===== src/rtl/ppbp_pkg.sv =====
package ppbp_pkg;

  // region limits
  localparam int MAX_COLUMNS   = 128;
  localparam int MAX_PAGES     = 8;
  localparam int ROWS_PER_PAGE = 8;

  // internal widths
  localparam int COL_W  = $clog2(MAX_COLUMNS);
  localparam int PAGE_W = (MAX_PAGES > 1) ? $clog2(MAX_PAGES) : 1;
  localparam int ROW_W  = $clog2(ROWS_PER_PAGE);
  localparam int PART_W = ROWS_PER_PAGE - 1;

  // compare widths, wide enough for both the register field and the limit
  localparam int COLS_CMP_W  = 9;
  localparam int PAGES_CMP_W = 5;

  // field widths
  localparam int PIXEL_W     = 8;
  localparam int BYTE_W      = 8;
  localparam int PAGE_IDX_W  = 3;
  localparam int COL_IDX_W   = 7;
  localparam int COLS_REG_W  = 8;
  localparam int PAGES_REG_W = 4;
  localparam int THR_REG_W   = 8;
  localparam int CFG_DATA_W  = 8;
  localparam int CFG_IDX_W   = 2;
  localparam int OUT_DATA_W  = 24;

  localparam logic [ROW_W-1:0] LAST_ROW = ROW_W'(ROWS_PER_PAGE - 1);

  typedef enum logic [CFG_IDX_W-1:0] {
    CFG_COLUMN_COUNT = 2'd0,
    CFG_PAGE_COUNT   = 2'd1,
    CFG_THRESHOLD    = 2'd2
  } cfg_idx_t;

  // one accepted pixel, tagged with its raster position
  typedef struct packed {
    logic              lit;
    logic [COL_W-1:0]  col;
    logic [ROW_W-1:0]  row;
    logic [PAGE_W-1:0] page;
    logic              last_row;
    logic              frame_end;
  } item_t;

  typedef struct packed {
    logic valid;
    logic emit;
  } stage_t;

  typedef struct packed {
    logic [BYTE_W-1:0]     page_byte;
    logic [PAGE_IDX_W-1:0] page_index;
    logic [COL_IDX_W-1:0]  column_index;
    logic                  frame_end;
  } result_t;

endpackage


===== src/rtl/ppbp_raster.sv =====
module ppbp_raster (
  input  logic                              clk,
  input  logic                              rst_n,
  input  logic                              cfg_we,
  input  logic [ppbp_pkg::CFG_IDX_W-1:0]    cfg_index,
  input  logic [ppbp_pkg::CFG_DATA_W-1:0]   cfg_wdata,
  input  logic [ppbp_pkg::PIXEL_W-1:0]      pixel,
  input  logic                              advance,
  output ppbp_pkg::item_t                   item
);

  logic [ppbp_pkg::COLS_REG_W-1:0]  column_count_r;
  logic [ppbp_pkg::PAGES_REG_W-1:0] page_count_r;
  logic [ppbp_pkg::THR_REG_W-1:0]   threshold_r;

  logic [ppbp_pkg::COL_W-1:0]  col_r;
  logic [ppbp_pkg::ROW_W-1:0]  row_r;
  logic [ppbp_pkg::PAGE_W-1:0] page_r;

  logic [ppbp_pkg::COL_W-1:0]  col_nxt;
  logic [ppbp_pkg::ROW_W-1:0]  row_nxt;
  logic [ppbp_pkg::PAGE_W-1:0] page_nxt;

  logic [ppbp_pkg::COLS_CMP_W-1:0]  cols_ext;
  logic [ppbp_pkg::COLS_CMP_W-1:0]  cols_act;
  logic [ppbp_pkg::PAGES_CMP_W-1:0] pages_ext;
  logic [ppbp_pkg::PAGES_CMP_W-1:0] pages_act;
  logic last_col;
  logic last_row;
  logic last_page;

  always_ff @(posedge clk) begin
    if (!rst_n) begin
      column_count_r <= ppbp_pkg::COLS_REG_W'(128);
      page_count_r   <= ppbp_pkg::PAGES_REG_W'(8);
      threshold_r    <= '0;
    end else if (cfg_we) begin
      case (cfg_index)
        ppbp_pkg::CFG_COLUMN_COUNT: column_count_r <= cfg_wdata[ppbp_pkg::COLS_REG_W-1:0];
        ppbp_pkg::CFG_PAGE_COUNT:   page_count_r   <= cfg_wdata[ppbp_pkg::PAGES_REG_W-1:0];
        ppbp_pkg::CFG_THRESHOLD:    threshold_r    <= cfg_wdata[ppbp_pkg::THR_REG_W-1:0];
        default: ;
      endcase
    end
  end

  // zero counts act as one, oversize counts clamp to the limit
  always_comb begin
    cols_ext  = ppbp_pkg::COLS_CMP_W'(column_count_r);
    pages_ext = ppbp_pkg::PAGES_CMP_W'(page_count_r);
    if (cols_ext == '0)
      cols_act = ppbp_pkg::COLS_CMP_W'(1);
    else if (cols_ext > ppbp_pkg::COLS_CMP_W'(ppbp_pkg::MAX_COLUMNS))
      cols_act = ppbp_pkg::COLS_CMP_W'(ppbp_pkg::MAX_COLUMNS);
    else
      cols_act = cols_ext;
    if (pages_ext == '0)
      pages_act = ppbp_pkg::PAGES_CMP_W'(1);
    else if (pages_ext > ppbp_pkg::PAGES_CMP_W'(ppbp_pkg::MAX_PAGES))
      pages_act = ppbp_pkg::PAGES_CMP_W'(ppbp_pkg::MAX_PAGES);
    else
      pages_act = pages_ext;
  end

  assign last_col  = ppbp_pkg::COLS_CMP_W'(col_r) >= (cols_act - ppbp_pkg::COLS_CMP_W'(1));
  assign last_row  = (row_r == ppbp_pkg::LAST_ROW);
  assign last_page = ppbp_pkg::PAGES_CMP_W'(page_r) >= (pages_act - ppbp_pkg::PAGES_CMP_W'(1));

  always_comb begin
    col_nxt  = col_r;
    row_nxt  = row_r;
    page_nxt = page_r;
    if (!last_col) begin
      col_nxt = col_r + ppbp_pkg::COL_W'(1);
    end else begin
      col_nxt = '0;
      if (!last_row) begin
        row_nxt = row_r + ppbp_pkg::ROW_W'(1);
      end else begin
        row_nxt  = '0;
        page_nxt = last_page ? '0 : page_r + ppbp_pkg::PAGE_W'(1);
      end
    end
  end

  always_ff @(posedge clk) begin
    if (!rst_n) begin
      col_r  <= '0;
      row_r  <= '0;
      page_r <= '0;
    end else if (advance) begin
      col_r  <= col_nxt;
      row_r  <= row_nxt;
      page_r <= page_nxt;
    end
  end

  always_comb begin
    item.lit       = (pixel > threshold_r);
    item.col       = col_r;
    item.row       = row_r;
    item.page      = page_r;
    item.last_row  = last_row;
    item.frame_end = last_col & last_page;
  end

endmodule


===== src/rtl/ppbp_pack.sv =====
module ppbp_pack (
  input  logic              clk,
  input  logic              rst_n,
  input  logic              accept,
  input  ppbp_pkg::item_t   item,
  input  logic              done,
  output ppbp_pkg::stage_t  stage,
  output ppbp_pkg::result_t result
);

  logic [ppbp_pkg::PART_W-1:0] part_mem [ppbp_pkg::MAX_COLUMNS];

  ppbp_pkg::item_t             item_r;
  logic                        valid_r;
  logic [ppbp_pkg::PART_W-1:0] rd_r;
  logic                        fwd_r;
  logic [ppbp_pkg::PART_W-1:0] fwd_data_r;

  logic [ppbp_pkg::PART_W-1:0] old_bits;
  logic [ppbp_pkg::PART_W-1:0] wr_data;
  logic                        wr_en;

  // a write retiring in the same cycle as the read of the same column is forwarded
  assign old_bits = fwd_r ? fwd_data_r : rd_r;
  assign wr_en    = done & ~item_r.last_row;

  always_comb begin
    if (item_r.row == '0)
      wr_data = ppbp_pkg::PART_W'(item_r.lit);
    else
      wr_data = old_bits | (ppbp_pkg::PART_W'(item_r.lit) << item_r.row);
  end

  always_ff @(posedge clk) begin
    if (wr_en)
      part_mem[item_r.col] <= wr_data;
    if (accept)
      rd_r <= part_mem[item.col];
  end

  always_ff @(posedge clk) begin
    if (accept) begin
      item_r     <= item;
      fwd_r      <= wr_en && (item_r.col == item.col);
      fwd_data_r <= wr_data;
    end
  end

  always_ff @(posedge clk) begin
    if (!rst_n)
      valid_r <= 1'b0;
    else if (accept)
      valid_r <= 1'b1;
    else if (done)
      valid_r <= 1'b0;
  end

  assign stage.valid = valid_r;
  assign stage.emit  = item_r.last_row;

  always_comb begin
    result.page_byte    = {item_r.lit, old_bits};
    result.page_index   = ppbp_pkg::PAGE_IDX_W'(item_r.page);
    result.column_index = ppbp_pkg::COL_IDX_W'(item_r.col);
    result.frame_end    = item_r.frame_end;
  end

endmodule


===== src/rtl/pixel_to_page_byte_packer.sv =====
// path: an eighth-row pixel goes through the pack stage register and the output register to out_tdata
// throughput: one pixel per cycle unless the output is full and stalled, set by the single
// column store read-modify-write (read at accept, write when the pack stage retires, forwarded between)
// reset: synchronous active-low rst_n clears counters and handshake state, loads
// column_count 128, page_count 8, threshold 0; the column store is not cleared
module pixel_to_page_byte_packer (
  input  logic                                clk,
  input  logic                                rst_n,
  // configuration writes
  input  logic                                cfg_we,
  input  logic [ppbp_pkg::CFG_IDX_W-1:0]      cfg_index,
  input  logic [ppbp_pkg::CFG_DATA_W-1:0]     cfg_wdata,
  // pixel stream
  input  logic                                in_tvalid,
  output logic                                in_tready,
  input  logic [ppbp_pkg::PIXEL_W-1:0]        in_tdata,   // [7:0] pixel
  // page byte stream
  output logic                                out_tvalid,
  input  logic                                out_tready,
  output logic [ppbp_pkg::OUT_DATA_W-1:0]     out_tdata,  // [7:0] page_byte, [10:8] page_index,
                                                          // [17:11] column_index, [23:18] zero
  output logic                                out_tlast   // frame_end
);

  ppbp_pkg::item_t   item;
  ppbp_pkg::stage_t  stage;
  ppbp_pkg::result_t result;

  logic              in_xfer;
  logic              done;
  logic              out_valid_r;
  ppbp_pkg::result_t out_r;

  // the pack stage retires when it has nothing to send or the output register frees up
  assign done      = stage.valid & (~stage.emit | ~out_valid_r | out_tready);
  assign in_tready = ~stage.valid | done;
  assign in_xfer   = in_tvalid & in_tready;

  // config registers, raster counters and threshold compare
  ppbp_raster u_raster (
    .clk       (clk),
    .rst_n     (rst_n),
    .cfg_we    (cfg_we),
    .cfg_index (cfg_index),
    .cfg_wdata (cfg_wdata),
    .pixel     (in_tdata),
    .advance   (in_xfer),
    .item      (item)
  );

  // column store read-modify-write and byte assembly
  ppbp_pack u_pack (
    .clk    (clk),
    .rst_n  (rst_n),
    .accept (in_xfer),
    .item   (item),
    .done   (done),
    .stage  (stage),
    .result (result)
  );

  // output register, keeps the pixel side moving while a byte waits
  always_ff @(posedge clk) begin
    if (!rst_n)
      out_valid_r <= 1'b0;
    else if (done && stage.emit)
      out_valid_r <= 1'b1;
    else if (out_tready)
      out_valid_r <= 1'b0;
  end

  always_ff @(posedge clk) begin
    if (done && stage.emit)
      out_r <= result;
  end

  assign out_tvalid = out_valid_r;
  assign out_tdata  = {6'b0, out_r.column_index, out_r.page_index, out_r.page_byte};
  assign out_tlast  = out_r.frame_end;

`ifndef SYNTHESIS
  // a pixel outside the eighth row never holds up the pack stage
  a_no_emit_retires: assert property (@(posedge clk) disable iff (!rst_n)
    stage.valid && !stage.emit |-> done)
    else $error("non-emitting item stalled in pack stage");

  // every transfer lands in the pack stage
  a_accept_fills: assert property (@(posedge clk) disable iff (!rst_n)
    in_xfer |=> stage.valid)
    else $error("accepted pixel lost");

  // a byte appears only when an eighth-row item retires
  a_out_source: assert property (@(posedge clk) disable iff (!rst_n)
    $rose(out_tvalid) |-> $past(done && stage.emit))
    else $error("output valid without a retiring page byte");

  // a waiting emitting item blocks new pixels only while the output is full and stalled
  a_stall_reason: assert property (@(posedge clk) disable iff (!rst_n)
    !in_tready |-> (stage.valid && stage.emit && out_valid_r && !out_tready))
    else $error("input stalled without cause");
`endif

endmodule


===== config.mk =====
export PLATFORM = sky130hd
export DESIGN_NAME = pixel_to_page_byte_packer
export DESIGN_NICKNAME = d
export VERILOG_FILES = /design/src/rtl/ppbp_pkg.sv /design/src/rtl/ppbp_raster.sv /design/src/rtl/ppbp_pack.sv /design/src/rtl/pixel_to_page_byte_packer.sv
export SDC_FILE = /design/constraint.sdc
export NUM_CORES = 1
export LEC_CHECK = 0
export BUFFER_PORTS_ARGS = -buffer_cell sky130_fd_sc_hd__buf_4
export CORE_MARGIN = 1
export CORE_UTILIZATION = 45
export CTS_BUF_LIST = sky130_fd_sc_hd__clkbuf_2 sky130_fd_sc_hd__clkbuf_4 sky130_fd_sc_hd__clkbuf_8
export CTS_CLUSTER_SIZE = 20
export DETAILED_ROUTE_END_ITERATION = 10
export PLACE_DENSITY_LB_ADDON = 0.12
export SLEW_MARGIN = 25
export SYNTH_ARGS = -nofsm -noshare
export SYNTH_HDL_FRONTEND = slang
export SYNTH_SLANG_ARGS = --single-unit

===== constraint.sdc =====
create_clock -name clk -period 6.5 [get_ports clk]
set_input_delay 1.3 -clock clk [delete_from_list [all_inputs] [get_ports clk]]
set_output_delay 1.3 -clock clk [all_outputs]
set_load 0.03 [all_outputs]

# Yosys cells after proc, flatten, opt, wreduce, memory -nomap -nowiden
# Memory sizes are Yosys's and may differ from the RTL's. A register that Yosys moved wholly into a read port is not among the register bits.
# Index checks and enable logic that the tools add are counted.
# totals
ff_bits,78
ramBits,896
in_bits,23
output_inout_bits,27
wordCells,75
n_memories,1
# classes
addsub,5
order_cmp,5
eq_ne,4
n_shift,1
mux,15
bitwise,11
reduce_logical,13
# mem_list
name,depth,width,read_ports,rd_clocked_by_memory_dff,write_ports,line,source
u_pack.part_mem,128,7,1,1,1,ppbp_pack.sv:11,logic [ppbp_pkg::PART_W-1:0] part_mem [ppbp_pkg::MAX_COLUMNS];
# op_table
op,n
$mux 7,3
$ge 7x9->1,1
$mux 9,1
$sub 9x1->9 const B,1
$gt 8x8->1,1
$gt 8x8->1 const B,1
$logic_not 8->1,1
$mux 8,1
$reduce_and 2->1,4
$add 7x1->7 const B,1
$eq 7x7->1,1
$or 7x7->7,1
$shl 1x3->7,1
$add 3x1->3 const B,2
$mux 1,6
$mux 3,2
$ge 3x5->1,1
$mux 5,1
$sub 5x1->5 const B,1
$and 1x1->1,4
$gt 4x4->1 const B,1
$logic_not 4->1,1
$mux 4,1
$reduce_bool 2->1,2
9 further kinds,14

# Depth between registers and ports, before layout
# Gate-level depths: netlist of run 1.
# logic_depth
word_depth,7
depth_mapped,16
mapped_depth_nobuf,15

# Hierarchy
# A second synthesis of run 1 with hierarchy kept.
# unflattened
cells_unflattened,1800
area_unflattened_um2,38725.9
# by_module_without_submodules
mod,instances,cells_per_inst,area_each_um2,seq_area_each_um2
ppbp_pack,1,1540,36013.3,27856.7
ppbp_raster,1,225,2018.2,660.6
pixel_to_page_byte_packer,1,35,694.4,590.6

# Worst setup path after synthesis of run 1
# Ideal clock, no wire load.
# synth_timing
kind,register -> register
start,register u_pack.fwd_r
end,"register u_pack.fwd_data_r[1] in the netlist's numbering, data pin"
setup_time_ns,0.800
t_arrival_ns,3.805
required_ns,5.700
path_slack_ns,1.895
stages_incl_launch_ff,5
path_buffers,1
synth_period_minus_slack_ns,4.605
path_cell_list,edfxtp_1 > clkbuf_1 > mux2_2 > a21oi_1 > nor2_1
# synth_lines
element,line,source
from (decl),ppbp_pack.sv:16,logic fwd_r;
from (signal assigned),ppbp_pack.sv:44,fwd_r <= wr_en && (item_r.col == item.col);
to (signal assigned),ppbp_pack.sv:45,fwd_data_r <= wr_data;
to (decl),ppbp_pack.sv:17,logic [ppbp_pkg::PART_W-1:0] fwd_data_r;

==> results of run 1 <==
==> power by group <==
group / internal, uW / total, uW / leakage, uW / switching, uW
combinational: 243 / 719 / 0.00327 / 476
sequential: 7050 / 7080 / 0.00885 / 35.7
clock: 2710 / 5130 / 0.00159 / 2420
total: 10000 / 12900 / 0.0137 / 2930
==> layer usage <==
layer  track usage [%]  vias up
met5                 0        -
met4             7.531        2
met3             4.999      167
met2             36.78      819
met1             31.63    10480
li1                  -     8533
==> worst register-to-register path: stages, from the launching register on <==
cell and delay, ps:
dfxtp_4 840, buf_12 520, mux4_2 680, mux4_2 510
a311oi_1 810, a32oi_1 170
==> through the flow <==
| stage | cells | util (%) |
|---|---|---|
| after floorplan | 2048 | - |
| after global placement | 3156 | 47.36 |
| after detailed placement | 3157 | 47.40 |
| after CTS | 3428 | 50.91 |
| after global routing | 3429 | 50.91 |
| final | 3429 | 50.91 |
==> sequential cells by signal, indices dropped and copies added (netlist names) <==
register and count:
u_raster.threshold_r 8, u_pack.result 12, u_raster.page_r 3, out_tlast 1, u_raster.page_count_r 4, u_pack.item_r 3, u_raster.column_count_r 8, out_tdata 18
u_pack.part_mem 896, out_tvalid 1, u_pack.rd_r 7, u_pack.fwd_data_r 7, u_pack.valid_r 1, u_raster.col_r 7, u_pack.fwd_r 1, u_raster.row_r 3
u_pack.stage 1
==> kinds of logic (layout without fill, tap and decap cells) <==
family	Yosys count	after routing	share of synthesized area, %
fa+ha+maj	24	24	0.7708
other cells	1	7	0.009626
mux	337	337	15.04
compound gates	187	187	3.202
xor+xnor	11	11	0.2473
flops	981	981	74.72
simple gates	373	373	4.114
buf+inv	129	365	1.892
==> how the worst max path moves through the flow <==
stage	from	endpoint	slack [ps]	cells after the start
2_1_floorplan	u_pack.fwd_r$_DFFE_PP_	u_pack.fwd_data_r[1]$_DFFE_PP_	1900	4
4_1_cts	u_raster.col_r[0]$_SDFFE_PN0P_	u_pack.rd_r[0]$_DFFE_PP_	2670	5
5_1_grt	u_raster.column_count_r[3]$_SDFFE_PN0P_	u_raster.col_r[5]$_SDFFE_PN0P_	2440	15
3_5_place_dp	u_raster.col_r[0]$_SDFFE_PN0P_	u_pack.rd_r[0]$_DFFE_PP_	2670	5
3_3_place_gp	u_raster.col_r[0]$_SDFFE_PN0P_	u_pack.rd_r[0]$_DFFE_PP_	2640	5
6_report	u_raster.col_r[0]$_SDFFE_PN0P_	u_pack.rd_r[6]$_DFFE_PP_	2680	5
==> cells in the final DEF (no fill, tap or decap), drive strengths merged, types with 13 or more instances in the layout <==
cell type and instances:
a211oi 13, a21oi 37, a22oi 26, a31oi 15, buf 75, clkbuf 208
clkinv 51, dfxtp 35, edfxtp 946, ha 24, inv 26, mux2i 131
mux4 198, nand2 89, nand3 24, nor2 197, nor2b 16, o21ai 29
o22ai 15
==> final cells by class <==
class / instances / area [um2]
Clock buffer: 208 / 2575
Fill cell: 6976 / 41930
Multi-Input combinational cell: 938 / 9226
Sequential cell: 981 / 29120
Inverter: 19 / 71.32
Timing Repair Buffer: 75 / 633.1
Clock inverter: 63 / 426.7
Antenna cell: 1 / 2.502
Tap cell: 1144 / 1431
==> key figures, run 1 <==
Setup path
  – CP most frequent cell: mux4_2
  – Arrival time worst endpoint: 4340 ps
  – Setup crit end kind: flop
  – FF-to-FF path depth: 5
  – Crit Path Category: flop to flop
  – Worst-path cell chain: buf_12 > mux4_2 > mux4_2 > a311oi_1 > a32oi_1
  – CP startpoint kind: flop
  – CP delay by family, top: multiplexers
  – Reg2reg end: u_pack.rd_r[6]$_DFFE_PP_
  – Flop2flop setup slack: 2680 ps
  – Critical path's slowest cell: dfxtp_4
  – Max incr delay on CP: 840 ps
  – CP max FO: 54
  – Buf/Inv on CP: 1
  – R2R Path Start: u_raster.col_r[0]$_SDFFE_PN0P_
  – Req. time, crit path: 7020 ps

Floorplanning
  – Initial Util: 45.61%
  – Core ar.: 85,410 um2
  – Die W: 296.2 um
  – FP Rows: 107
  – Die Area: 87,750 um2
  – Io pins: 50
  – Die height: 296.2 um

Route
  – DRT antenna net count: 0
  – Via count: 20,000
  – Routed length on met1: 41,630 um
  – Vias per cell: 5.833
  – Iteration-0 DRC Markers: 1,887
  – Total detailed-routing wirelength: 98,680 um
  – Wire per inst: 28.78 um
  – DRC Markers: 0
  – 1st-pass router iterations: 5
  – Detail Route met2 WL: 47,540 um
  – DR WL met3: 6975 um
  – Top sig layer: met5

Outcome
  – Status: complete, no violations

Global routing
  – GRT Overall Usage: 23.06%
  – Antenna violations before repair: 3
  – Vias in the first global route: 20,400
  – GRT overflow: 0
  – First-pass GRT wire length: 142,800 um
  – Maximum number of pins on one net before global-route repair: 110

Clock network
  – Clk slew on worst S/H paths: 60 ps
  – CTS root buf: clkbuf_8
  – TritonCTS Sinks: 981
  – TritonCTS Buffers: 159
  – CTS max path bufs: 3
  – Post-CTS Resized: 0
  – Setup bufs post-CTS: 0
  – H-tree Lvls: 4
  – CTS tree: yes
  – CTS Hold Bufs: 0
  – Clock latency on the worst-skew pair: 820 ps

Place
  – Setup WS pre-CTS: 2673 ps
  – Placement Cell Area: 40,480 um2
  – Gpl congestion: 0.8287
  – Input/output buffers: 43
  – Final HPWL DP: 59,640 um

STA
  – Final Hold Viols: 0
  – Period utilization: 58.82%
  – Worst slew pin tran: 1057 ps
  – Minimum clock period: 3823 ps
  – Setup TNS: 0 ps
  – RSZ-0062 raised after global routing: false
  – Fin Clk Skew: 31.59 ps
  – Fmax: 261.5 MHz
  – Slew Viols, Final: 0
  – Endpoints failing setup: 0
  – Final worst setup slack: 2677 ps
  – Hold Slack: 413.7 ps
  – Slew HR: 28.97%

Hold path
  – Worst Hold Path EP: out_tdata[9]$_DFFE_PP_
  – Hold WC Path Type: flop to flop
  – Worst Hold Depth: 0
  – Hold_sp: u_pack.result[9]$_DFFE_PP_

Yosys
  – Largest cells by area after synthesis: edfxtp_1 73%, mux4_2 11%, mux2i_1 3.4%
  – Top cells by count, synth: 946 x edfxtp_1, 198 x mux4_2, 196 x nor2_1
  – Most common cell in the netlist: edfxtp_1
  – Top-area cell type share of the netlist area: 72.92%
  – Yosys warning count: 0
  – Top_reg_cell synth: edfxtp_1
  – Register area share after synthesis: 74.72%
  – Mean post-synth cell area: 19.07 um2
  – Asr flop ratio synth: 0%
  – Seq cells post-synth: 981
  – Yosys top cell by area: edfxtp_1
  – Synth cell types: 62
  – EDFF count, synth: 946
  – Mapped Cells: 2,043
  – Mapped Area: 38,960 um2

Run
  – Total of max-cap violations: 0

Power and ir drop
  – Total power: 12,930 uW
  – Pwr Density: 297.3 nW/um2
  – Worst VDD drop: 0.1715 mV
  – Pleak: 0.01371 uW

Finish
  – Nets: 2,221
  – Area Growth Syn to Fin: 11.63%
  – Final instance area: 43,490 um2
  – Layout cells sized above 1: 23.82%
Power figures use the tool's default switching activity.
==> inputs of run 2 (changes only) <==
Clock period 6.5 ns to 4 ns, I/O delays scaled along.
==> run 2 against run 1 <==
Compared with the run above: cell count up 1.5%; global-route usage up 0.14 points; power up 63%; worst setup slack worse by 2300 ps; largest power group unchanged; highest routed layer is now met4.
==> key figures, run 2 (same netlist as run 1, synthesis figures left out) <==
Route
  – DRT antenna net count: 0
  – Wire per inst: 28.67 um
  – Iteration-0 DRC Markers: 1,882
  – Total detailed-routing wirelength: 99,750 um
  – Vias per cell: 5.852
  – Via count: 20,360
  – 1st-pass router iterations: 5
  – DRC Markers: 0

STA
  – Endpoints failing setup: 0
  – Fin Clk Skew: 32.31 ps
  – RSZ-0062 raised after global routing: false
  – Final Hold Viols: 0
  – Slew HR: 31.30%
  – Period utilization: 89.39%
  – Worst slew pin tran: 1026 ps
  – Minimum clock period: 3575 ps
  – Fmax: 279.7 MHz
  – Slew Viols, Final: 0
  – Setup TNS: 0 ps

Global routing
  – Vias in the first global route: 20,680
  – GRT overflow: 0
  – Antenna violations before repair: 2
  – First-pass GRT wire length: 144,000 um
  – Maximum number of pins on one net before global-route repair: 130
  – GRT Overall Usage: 23.20%

Floorplanning
  – Die height: 296.2 um
  – Io pins: 50
  – Core ar.: 85,410 um2
  – FP Rows: 107
  – Initial Util: 45.61%
  – Die Area: 87,750 um2
  – Die W: 296.2 um

Setup path
  – Arrival time worst endpoint: 4280 ps
  – FF-to-FF path depth: 15
  – R2R Path Start: u_raster.column_count_r[2]$_SDFFE_PN0P_
  – CP startpoint kind: flop
  – Flop2flop setup slack: 420 ps
  – Crit Path Category: flop to flop
  – Req. time, crit path: 4710 ps
  – Reg2reg end: u_raster.row_r[1]$_SDFFE_PN0P_
  – Setup crit end kind: flop
  – CP max FO: 14

Place
  – Input/output buffers: 43
  – Gpl congestion: 0.8968
  – Placement Cell Area: 40,820 um2
  – Final HPWL DP: 61,640 um

Hold path
  – Hold_sp: rst_n
  – Hold WC Path Type: primary input to flop
  – Worst Hold Depth: 2
  – Worst Hold Path EP: u_raster.page_count_r[3]$_SDFFE_PN1P_

Clock network
  – CTS max path bufs: 3
  – Clock latency on the worst-skew pair: 830 ps
  – CTS Hold Bufs: 0
  – Clk slew on worst S/H paths: 60 ps
  – TritonCTS Buffers: 157
  – TritonCTS Sinks: 981
  – CTS tree: yes
  – Setup bufs post-CTS: 0
  – H-tree Lvls: 4
  – Post-CTS Resized: 0
  – CTS root buf: clkbuf_8

Finish
  – Highest-count cells in the layout ignoring fill and taps: 946 x edfxtp_1, 198 x mux4_2, 193 x nor2_1, 159 x clkbuf_8, 131 x mux2i_1
  – Max reg flops: 896
  – Area Growth Syn to Fin: 12.64%
  – Layout cells sized above 1: 25.36%
  – Largest Register: u_pack.part_mem
  – Commonest non-fill, non-tap cell in the layout: edfxtp_1
  – Nets: 2,260
  – Final instance area: 43,880 um2

Power and ir drop
  – Pleak: 0.01396 uW
  – Worst VDD drop: 0.3234 mV
  – Pwr Density: 479.9 nW/um2

Outcome
  – Status: complete, no violations

Run
  – Total of max-cap violations: 0
==> run 2: cell count changes in the layout (fill, tap and decap cells not counted), sizes merged <==
cell | before | now
inv | 26 | 27
diode | 1 | 5
buf | 75 | 116
bufinv | 3 | 2
clkinv | 51 | 54
clkinvlp | 2 | 1
clkbuf | 208 | 211
==> run 2: worst max-delay path by stage <==
stage | start | end | cells past startpoint
2_1_floorplan | u_pack.fwd_r$_DFFE_PP_ | u_pack.fwd_data_r[1]$_DFFE_PP_ | 4
3_3_place_gp | u_raster.column_count_r[3]$_SDFFE_PN0P_ | u_raster.col_r[5]$_SDFFE_PN0P_ | 15
3_5_place_dp | u_raster.column_count_r[3]$_SDFFE_PN0P_ | u_raster.row_r[1]$_SDFFE_PN0P_ | 15
4_1_cts | u_raster.column_count_r[3]$_SDFFE_PN0P_ | u_raster.row_r[1]$_SDFFE_PN0P_ | 15
5_1_grt | u_raster.column_count_r[3]$_SDFFE_PN0P_ | u_raster.col_r[5]$_SDFFE_PN0P_ | 15
6_report | u_raster.column_count_r[2]$_SDFFE_PN0P_ | u_raster.row_r[1]$_SDFFE_PN0P_ | 15
==> run 2: per-stage QoR <==
step	utilization (%)	setup WS [ps]	power [uW]	std cells	hold WS (ps)
2_1_floorplan	-	774.2	12480	2048	400.3
3_3_place_gp	47.79	351.0	12940	3197	403.8
3_5_place_dp	47.79	374.9	12970	3197	406.6
4_1_cts	51.30	337.4	21220	3473	156.0
5_1_grt	51.37	16.23	21700	3479	193.6
6_report	51.37	424.5	21060	3479	230.2
==> run 2: critical path, cell delays in order (launching register included) <==
cell	delay, ps
dfxtp_1	340
nor4_1	370
nor2b_2	270
nor2b_1	140
o21ai_0	120
ha_1	300
nand3_1	100
o21ai_0	70
a21o_1	200
ha_1	290
a21o_1	120
a211oi_1	60
o21ai_1	180
nand2_2	240
or4b_1	520
a21oi_1	160
==> run 2: cell type report <==
| cell class | count | area [um2] |
|---|---|---|
| clock buffer | 211 | 2579 |
| inverter | 19 | 71.32 |
| timing repair buffer | 116 | 1032 |
| tap | 1144 | 1431 |
| sequential | 981 | 29120 |
| multi-input combinational | 938 | 9210 |
| fill | 6993 | 41530 |
| clock inverter | 65 | 422.9 |
| antenna | 5 | 12.51 |
==> run 2: where the power goes <==
| group | leakage, uW | switching, uW | internal (uW) |
|---|---|---|---|
| combinational | 0.00350 | 813 | 435 |
| clock | 0.00161 | 3950 | 4360 |
| sequential | 0.00885 | 56.5 | 11400 |
==> run 2: per-layer routing <==
| layer | part of all wire (%) | wire, um | track usage [%] | vias up |
|---|---|---|---|---|
| li1 | - | - | - | 8621 |
| met1 | 42 | 42190 | 32.24 | 10640 |
| met2 | 47 | 47370 | 36.45 | 899 |
| met3 | 7.2 | 7157 | 4.609 | 198 |
| met4 | 3.0 | 3029 | 8.511 | 0 |
| met5 | 0 | 0 | 0 | - |
